File: src/ffpa_pkg.sv
// ----------------------------------------------------------------------------
// ffpa_pkg
// Shared types and constants for the first-fit page allocator.
// ----------------------------------------------------------------------------
package ffpa_pkg;

  localparam int PAGE_BYTES   = 64;
  localparam int PAGE_COUNT   = 16;
  localparam int MEMORY_BYTES = 1024;

  localparam int HANDLE_W = 16;
  localparam int BYTES_W  = 16;
  localparam int STAT_W   = 11;

  // page index and page count widths
  localparam int IDX_W = (PAGE_COUNT > 1) ? $clog2(PAGE_COUNT) : 1;
  localparam int CNT_W = $clog2(PAGE_COUNT + 1);

  localparam logic ACT_ALLOC = 1'b0;
  localparam logic ACT_FREE  = 1'b1;

  localparam logic [2:0] ST_OK        = 3'd0;
  localparam logic [2:0] ST_BAD       = 3'd1;
  localparam logic [2:0] ST_NO_ROOM   = 3'd2;
  localparam logic [2:0] ST_NOT_FOUND = 3'd3;
  localparam logic [2:0] ST_EXHAUSTED = 3'd4;

  typedef struct packed {
    logic                action;
    logic [BYTES_W-1:0]  request_bytes;
    logic [HANDLE_W-1:0] owner_handle;
  } req_t;

  typedef struct packed {
    logic [2:0]          status;
    logic [HANDLE_W-1:0] granted_handle;
    logic [STAT_W-1:0]   free_bytes;
    logic [STAT_W-1:0]   largest_free_bytes;
    logic [STAT_W-1:0]   smallest_free_bytes;
  } rsp_t;

endpackage

File: src/first_fit_page_allocator.sv
// ----------------------------------------------------------------------------
// first_fit_page_allocator
// Page owner table with first-fit allocate, free by handle, free-space stats.
// ----------------------------------------------------------------------------
// Usage: requests arrive on in_valid/in_ready/in_item (allocate a byte count
// or free every page of a handle); each request yields exactly one response
// on out_valid/out_ready/out_item with a status, the granted handle and the
// free, largest-run and smallest-run byte counts after the operation.
// One request is worked at a time by a sequencer that walks the page table
// one entry per cycle through a single compare/count unit:
//   accept
//   allocate search             stops at first fit
//   mark pages                  each granted page in turn
//   free scan                   every page of the table
//   statistics pass             every page, then closes the last run
// A request that fails its early checks goes straight to the statistics pass.
// in_ready is high only while idle. The response sits in an output register,
// so the next request may be accepted while it waits; if the receiver still
// stalls when the next statistics pass ends, the sequencer holds there.
// Reset (rst, synchronous) marks all pages free and sets the next handle to 1.
// ----------------------------------------------------------------------------
module first_fit_page_allocator
  import ffpa_pkg::*;
(
  input  logic clk,
  input  logic rst,
  input  logic in_valid,
  output logic in_ready,
  input  req_t in_item,
  output logic out_valid,
  input  logic out_ready,
  output rsp_t out_item
);

  typedef enum logic [2:0] {
    S_IDLE,
    S_SEARCH,
    S_MARK,
    S_CLEAR,
    S_STATS
  } state_t;

  state_t state;

  logic [HANDLE_W-1:0] page_owner [PAGE_COUNT];
  logic [HANDLE_W:0]   next_handle;
  logic [CNT_W-1:0]    idx;
  logic [CNT_W-1:0]    run;
  logic [CNT_W-1:0]    need;
  logic [CNT_W-1:0]    count;
  logic [CNT_W-1:0]    maxr;
  logic [CNT_W-1:0]    minr;
  logic                found;
  logic [HANDLE_W-1:0] handle;
  logic [2:0]          status;
  logic [HANDLE_W-1:0] granted;

  logic [HANDLE_W-1:0] page_rd;
  logic                page_free;
  logic                in_range;
  logic                last_page;
  logic                last_stats;
  logic [CNT_W-1:0]    run_inc;
  logic [BYTES_W:0]    bytes_up;
  logic [BYTES_W:0]    need_full;
  logic                st_free;
  logic [CNT_W-1:0]    count_next;
  logic [CNT_W-1:0]    maxr_next;
  logic [CNT_W-1:0]    minr_next;
  logic                out_free;

  assign in_ready = (state == S_IDLE);
  assign out_free = !out_valid || out_ready;

  always_comb begin
    page_rd    = page_owner[idx[IDX_W-1:0]];
    page_free  = (page_rd == '0);
    in_range   = (idx < CNT_W'(PAGE_COUNT));
    last_page  = (idx == CNT_W'(PAGE_COUNT - 1));
    last_stats = (idx == CNT_W'(PAGE_COUNT));
    run_inc    = run + CNT_W'(1);
    bytes_up   = {1'b0, in_item.request_bytes} + (BYTES_W + 1)'(PAGE_BYTES - 1);
    need_full  = (BYTES_W + 1)'(bytes_up / PAGE_BYTES);

    // one step of the statistics walk; the step past the end closes the run
    st_free    = in_range && page_free;
    count_next = st_free ? count + CNT_W'(1) : count;
    maxr_next  = maxr;
    minr_next  = minr;
    if (!st_free && run != '0) begin
      if (run > maxr) begin
        maxr_next = run;
      end
      if (minr == '0 || run < minr) begin
        minr_next = run;
      end
    end
  end

  always_ff @(posedge clk) begin
    if (rst) begin
      state       <= S_IDLE;
      out_valid   <= 1'b0;
      next_handle <= (HANDLE_W + 1)'(1);
      for (int i = 0; i < PAGE_COUNT; i++) begin
        page_owner[i] <= '0;
      end
    end else begin
      if (state == S_STATS && last_stats && out_free) begin
        out_valid <= 1'b1;
      end else if (out_valid && out_ready) begin
        out_valid <= 1'b0;
      end
      unique case (state)
        S_IDLE: begin
          if (in_valid) begin
            idx     <= '0;
            run     <= '0;
            count   <= '0;
            maxr    <= '0;
            minr    <= '0;
            found   <= 1'b0;
            granted <= '0;
            status  <= ST_OK;
            handle  <= in_item.owner_handle;
            if (in_item.action == ACT_ALLOC) begin
              priority if (in_item.request_bytes == '0) begin
                status <= ST_BAD;
                state  <= S_STATS;
              end else if (next_handle[HANDLE_W]) begin
                status <= ST_EXHAUSTED;
                state  <= S_STATS;
              end else if (need_full > (BYTES_W + 1)'(PAGE_COUNT)) begin
                status <= ST_NO_ROOM;
                state  <= S_STATS;
              end else begin
                need  <= need_full[CNT_W-1:0];
                state <= S_SEARCH;
              end
            end else begin
              if (in_item.owner_handle == '0) begin
                status <= ST_BAD;
                state  <= S_STATS;
              end else begin
                state <= S_CLEAR;
              end
            end
          end
        end

        S_SEARCH: begin
          if (page_free && run_inc == need) begin
            // first fit: run ends here, jump back to its first page
            idx   <= idx + CNT_W'(1) - need;
            run   <= '0;
            state <= S_MARK;
          end else if (last_page) begin
            status <= ST_NO_ROOM;
            idx    <= '0;
            run    <= '0;
            state  <= S_STATS;
          end else begin
            run <= page_free ? run_inc : '0;
            idx <= idx + CNT_W'(1);
          end
        end

        S_MARK: begin
          page_owner[idx[IDX_W-1:0]] <= next_handle[HANDLE_W-1:0];
          need <= need - CNT_W'(1);
          if (need == CNT_W'(1)) begin
            granted     <= next_handle[HANDLE_W-1:0];
            next_handle <= next_handle + (HANDLE_W + 1)'(1);
            idx         <= '0;
            state       <= S_STATS;
          end else begin
            idx <= idx + CNT_W'(1);
          end
        end

        S_CLEAR: begin
          if (page_rd == handle) begin
            page_owner[idx[IDX_W-1:0]] <= '0;
            found <= 1'b1;
          end
          if (last_page) begin
            status <= (found || page_rd == handle) ? ST_OK : ST_NOT_FOUND;
            idx    <= '0;
            state  <= S_STATS;
          end else begin
            idx <= idx + CNT_W'(1);
          end
        end

        S_STATS: begin
          if (!last_stats) begin
            count <= count_next;
            maxr  <= maxr_next;
            minr  <= minr_next;
            run   <= st_free ? run_inc : '0;
            idx   <= idx + CNT_W'(1);
          end else if (out_free) begin
            out_item.status              <= status;
            out_item.granted_handle      <= granted;
            out_item.free_bytes          <= STAT_W'(count_next * PAGE_BYTES);
            out_item.largest_free_bytes  <= STAT_W'(maxr_next * PAGE_BYTES);
            out_item.smallest_free_bytes <= STAT_W'(minr_next * PAGE_BYTES);
            state                        <= S_IDLE;
          end
        end

        default: state <= S_IDLE;
      endcase
    end
  end

endmodule
File: config.mk
export PLATFORM = sky130hd
export DESIGN_NAME = first_fit_page_allocator
export DESIGN_NICKNAME = d
export VERILOG_FILES = /design/src/ffpa_pkg.sv /design/src/first_fit_page_allocator.sv
export SDC_FILE = /design/constraint.sdc
export NUM_CORES = 1
export LEC_CHECK = 0
export BUFFER_PORTS_ARGS = -buffer_cell sky130_fd_sc_hd__buf_2
export CORE_MARGIN = 1.5
export CORE_UTILIZATION = 55
export DETAILED_ROUTE_END_ITERATION = 6
export PLACE_DENSITY = 0.81
export SLEW_MARGIN = 20
export SYNTH_ARGS = -nofsm -noshare
export SYNTH_HDL_FRONTEND = slang
export SYNTH_SLANG_ARGS = --single-unit
File: constraint.sdc
create_clock -name clk -period 5.1 [get_ports clk]
set_input_delay 0.765 -clock clk [delete_from_list [all_inputs] [get_ports clk]]
set_output_delay 0.765 -clock clk [all_outputs]
set_load 0.02 [all_outputs]
## Yosys cells after proc, flatten, opt, wreduce, memory -nomap -nowiden

Memories as Yosys holds them, arrays and structs flattened. A register that Yosys moved wholly into a read port is not among the register bits.
Index checks and enable logic that the tools add are counted.
W data, S select, Z words.

- Logic and storage cells: 164
- Input port bits: 37
- Output and inout bits: 54
- Memories kept: 1
- Bits in writable memories: 256
- Register bits after elaboration: 121

Memories:

| memory | words | width | read ports | clocked after memory_dff | wr ports | line | RTL |
|---|---|---|---|---|---|---|---|
| page_owner | 16 | 16 | 1 | 1 | 16 | first_fit_page_allocator.sv:45 | `logic [HANDLE_W-1:0] page_owner [PAGE_COUNT];` |

- $add $sub $neg: 7
- Muxes and demuxes: 74
- Equality and inequality tests: 22
- Reductions and logical operators: 36
- Bitwise logic cells: 2
- Magnitude comparators: 4

Operators by type and width:

| kind | count |
|---|---|
| $mux W5 | 23 |
| $mux W16 | 4 |
| $mux W3 | 18 |
| $logic_not A16 Y1 | 3 |
| $pmux W5 S2 | 4 |
| $pmux W16 S2 | 1 |
| $reduce_and A4 Y1 | 7 |
| $ne A2 B2 Y1 const B | 13 |
| $pmux W5 S5 | 1 |
| $add A16 B6 Y17 const B | 1 |
| $add A17 B1 Y17 const B | 1 |
| $eq A16 B16 Y1 | 1 |
| $reduce_or A16 Y1 | 1 |
| $add A5 B1 Y5 const B | 3 |
| $mux W1 | 15 |
| $pmux W3 S5 | 1 |
| $pmux W5 S3 | 1 |
| $gt A11 B5 Y1 const B | 1 |
| $reduce_bool A5 Y1 | 2 |
| $pmux W3 S3 | 1 |
| $mux W4 | 2 |
| $reduce_bool A2 Y1 | 4 |
| $reduce_and A7 Y1 | 1 |
| $eq A3 B2 Y1 const B | 2 |
| 24 further kinds | 34 |

## Longest topological paths before layout

- Depth after elaboration: 8
- Mapped depth: 13
- Gate-level depth less buffers: 10

## Worst setup path after synthesis

No wires, ideal clock.

- Path type: flip-flop to flip-flop
- Start: register with a tool-made name
- End: memory page_owner[10][0], enable pin
- Data arrival time: 3.652 ns
- Buffers on the path: 4
- Path slack: 1.055 ns
- Clock period less this slack: 4.045 ns
- Setup time: 0.392 ns
- Required time: 4.708 ns
- Cell stages (with the launch flop): 13
- Path through: dfxtp_1 -> buf_4 -> buf_4 -> buf_2 -> mux4_2 -> a22oi_1 -> nand2_1 -> xnor2_1 -> nand3_1 -> nor4_1 -> a31oi_1 -> buf_2 -> o21bai_1

RTL lines:

| what | line |
|---|---|
| to (decl) | first_fit_page_allocator.sv:45 |

==> impl_metrics.toml <==
[power_and_ir_drop]
peakVddDrop_mv = 0.286
power.density_mw_per_mm2 = 437
power.leakage_nw = 7.10

[floorplanning]
die_y_um = 184
core_area_mm2 = 0.0324
ios = 91
die_area_mm2 = 0.0338
die_w_um = 184
initial_utilization_pct = 55.5
rows = 66

[timing]
finalSetupViolations = 0
max_freq_ghz = 0.224
tightest_slew_ns = 1.08
timing.hold.ws_ns = 0.417
relSlewSlack_pct = 27.3
period_share_pct = 87.5
clock_skew_ns = 0.0196
min_period_ns = 4.46
rsz0062_at_grt = "false"
slew_viol_final = 0
finalSetupTns_ns = 0
hold_viol_final = 0

[detailed_routing]
dr.pass1.iters = 6
post_drt_via_cell_ratio = 6.15
drt-total-wl_mm = 48.2
drtAntennaViolNets = 0
wl_per_cell_um = 24.5
vias = 12100
drc_errors = 0
drt-initial-drc-count = 1919

[clocking]
clkSinkCount = 381
root_buffer = "clkbuf_16"
cts_buffer_depth = 3
clkTransAtPathRegs_ns = 0.06
cts_setup_buffers = 0
cts_tree = "yes"
insertion_delay_ns = 0.54
ctsHoldBuffers = 0
cts-resized-gates = 0
cts-buffers-inserted = 39
h-tree-depth = 2

[min_path]
min_from = "granted[7]"
holdPathStages = 0
min_path_type = "reg2reg"
hold_path_end = "out_item[40]"

[global_route]
track_usage_pct = 29.2
grt_max_degree = 65
gr-total-overflow = 0
antenna_found_initial = 3
grt_pass1_wl_mm = 71.6
grt_pass1_vias = 11700

[worst_setup_path]
critPathLaunchType = "flip-flop"
required_ns = 5.30
rrSetupSlack_ns = 0.64
cp_max_fo = 25
critical_path_class = "reg2reg"
r2r-end = "page_owner[3][4]"
crit_arrival_ns = 4.66
critPathCaptureType = "flip-flop"
r2r.worst_path.cells = 11

[cells_and_area]
final_cells = 1968
area_growth_pct = 12.2
drive_gt1_share_pct = 17.8
nets = 1558

[placement]
gp_congestion = 1.01
port_buffers = 72
place_inst = 1896
dp_hpwl_mm = 33.9

[synth]
syn-cell-area_mm2 = 0.0180
synthMostInstantiatedCell = "edfxtp_1"
synthFlopType = "edfxtp_1"
netlist_instances = 1425
ys_top_cells_by_area = "edfxtp_1 59%, nor2_1 6.0%, mux4_2 5.6%, nand2_1 3.0%, dfxtp_1 2.8%"
synth-seq-cells = 381
syn_area_per_cell_um2 = 12.6
synthDominantCellAreaShare_pct = 59.5
yosysUniqueCellTypes = 68
ys_seq_area_share_pct = 62.3
yosysTopAreaCell = "edfxtp_1"
synth_commonest_cells = "356 x edfxtp_1, 287 x nor2_1, 146 x nand2_1"
yosysWarningCount = 0
async_flop_share_pct = 0
synth_edf_count = 356

[run_status]
outcome = "completed"

[run]
maxCapViolCount = 0
==> metal layers <==
metal,vias to the layer above,share of wire (%),GRT usage [%]
li1,5284,-,-
met1,5900,37,38.8
met2,777,47,46.9
met3,149,12,7.01
met4,0,4.2,10.9
met5,-,0,0
==> metrics by stage <==
stage / instance area, um^2 / worst slack [ns] / utilization (%) / power, mW
final: 20200 / 0.637 / 62.3 / 8.80
after global routing: 20200 / 0.383 / 62.3 / 9.07
after CTS: 20100 / 0.658 / 62.2 / 8.77
after detailed placement: 18900 / 0.682 / 58.4 / 6.01
after global placement: 18900 / 0.704 / 58.4 / 5.99
after floorplan: 18000 / 1.06 / - / 5.37
==> cell type report <==
class                      instances  area, um^2
inverter                          29         109
tap                              442         553
multi-input combinational        923        6290
sequential                       381       11200
antenna                            2        5.00
clock inverter                    19         170
clock buffer                      51        1080
timing repair buffer             121         753
fill                            2500       12200
==> kinds of logic after synthesis <==
logic type	synth area share (%)
other cells	0.0209
simple gates	14.9
compound gates	4.94
buf+inv	3.61
flops	62.3
xor+xnor	2.49
mux	9.96
fa+ha+maj	1.85
==> layout by cell type, fill, tap and decap left out, types with 7 or more instances in the layout <==
| master | synthesis | layout |
|---|---|---|
| nor2b_1 | 17 | 17 |
| and3_1 | 25 | 25 |
| nand2b_1 | 8 | 8 |
| nor3_1 | 9 | 8 |
| xnor2_1 | 24 | 24 |
| xor2_1 | 27 | 27 |
| dfxtp_1 | 25 | 22 |
| mux4_1 | 9 | 9 |
| ha_1 | 25 | 25 |
| a21o_1 | 7 | 7 |
| buf_2 | 10 | 72 |
| a22oi_1 | 19 | 19 |
| nor4_1 | 14 | 13 |
| nor2_1 | 287 | 286 |
| buf_4 | 23 | 47 |
| mux2i_1 | 45 | 45 |
| a21oi_1 | 16 | 16 |
| clkbuf_1 | 69 | 7 |
| edfxtp_1 | 356 | 356 |
| and2_1 | 27 | 27 |
| inv_1 | 28 | 28 |
| mux2_2 | 8 | 8 |
| conb_1 | 1 | 18 |
| o21bai_2 | 0 | 16 |
| clkbuf_16 | 0 | 40 |
| nand3_1 | 27 | 27 |
| o21ai_0 | 20 | 20 |
| mux4_2 | 45 | 45 |
| nand2_1 | 146 | 142 |
==> flip-flops by register name, indices dropped and copies added (netlist names), named ones only <==
name	flops
out_valid	1
handle	16
state	3
minr	5
idx	5
need	5
out_item	34
maxr	5
found	1
page_owner	256
next_handle	17
status	3
granted	16
count	5
run	5
==> worst max-delay path, stage by stage, from the launching register on <==
cell	delay, ns
dfxtp_2	0.82
buf_4	0.33
nor2b_1	0.35
a22oi_1	0.26
a21o_1	0.24
a221oi_1	0.27
o211ai_1	0.13
nor4_1	0.50
a31oi_2	0.46
buf_4	0.31
o21bai_2	0.13
buf_4	0.30
==> report_power, final <==
part           switching, mW  internal (mW)
clock network           1.18           1.61
logic                   1.25          0.903
registers              0.249           3.61
==> how the worst max path moves through the flow <==
stage                          from                end  cells after the start
after floorplan           flip-flop  page_owner[10][0]                     12
after global placement    flip-flop   page_owner[3][8]                     11
after detailed placement  flip-flop   page_owner[3][9]                     11
after CTS                 flip-flop   page_owner[3][4]                     11
after global routing      flip-flop   page_owner[3][4]                     11
final                     flip-flop   page_owner[3][4]                     11
Power figures use the tool's default switching activity.
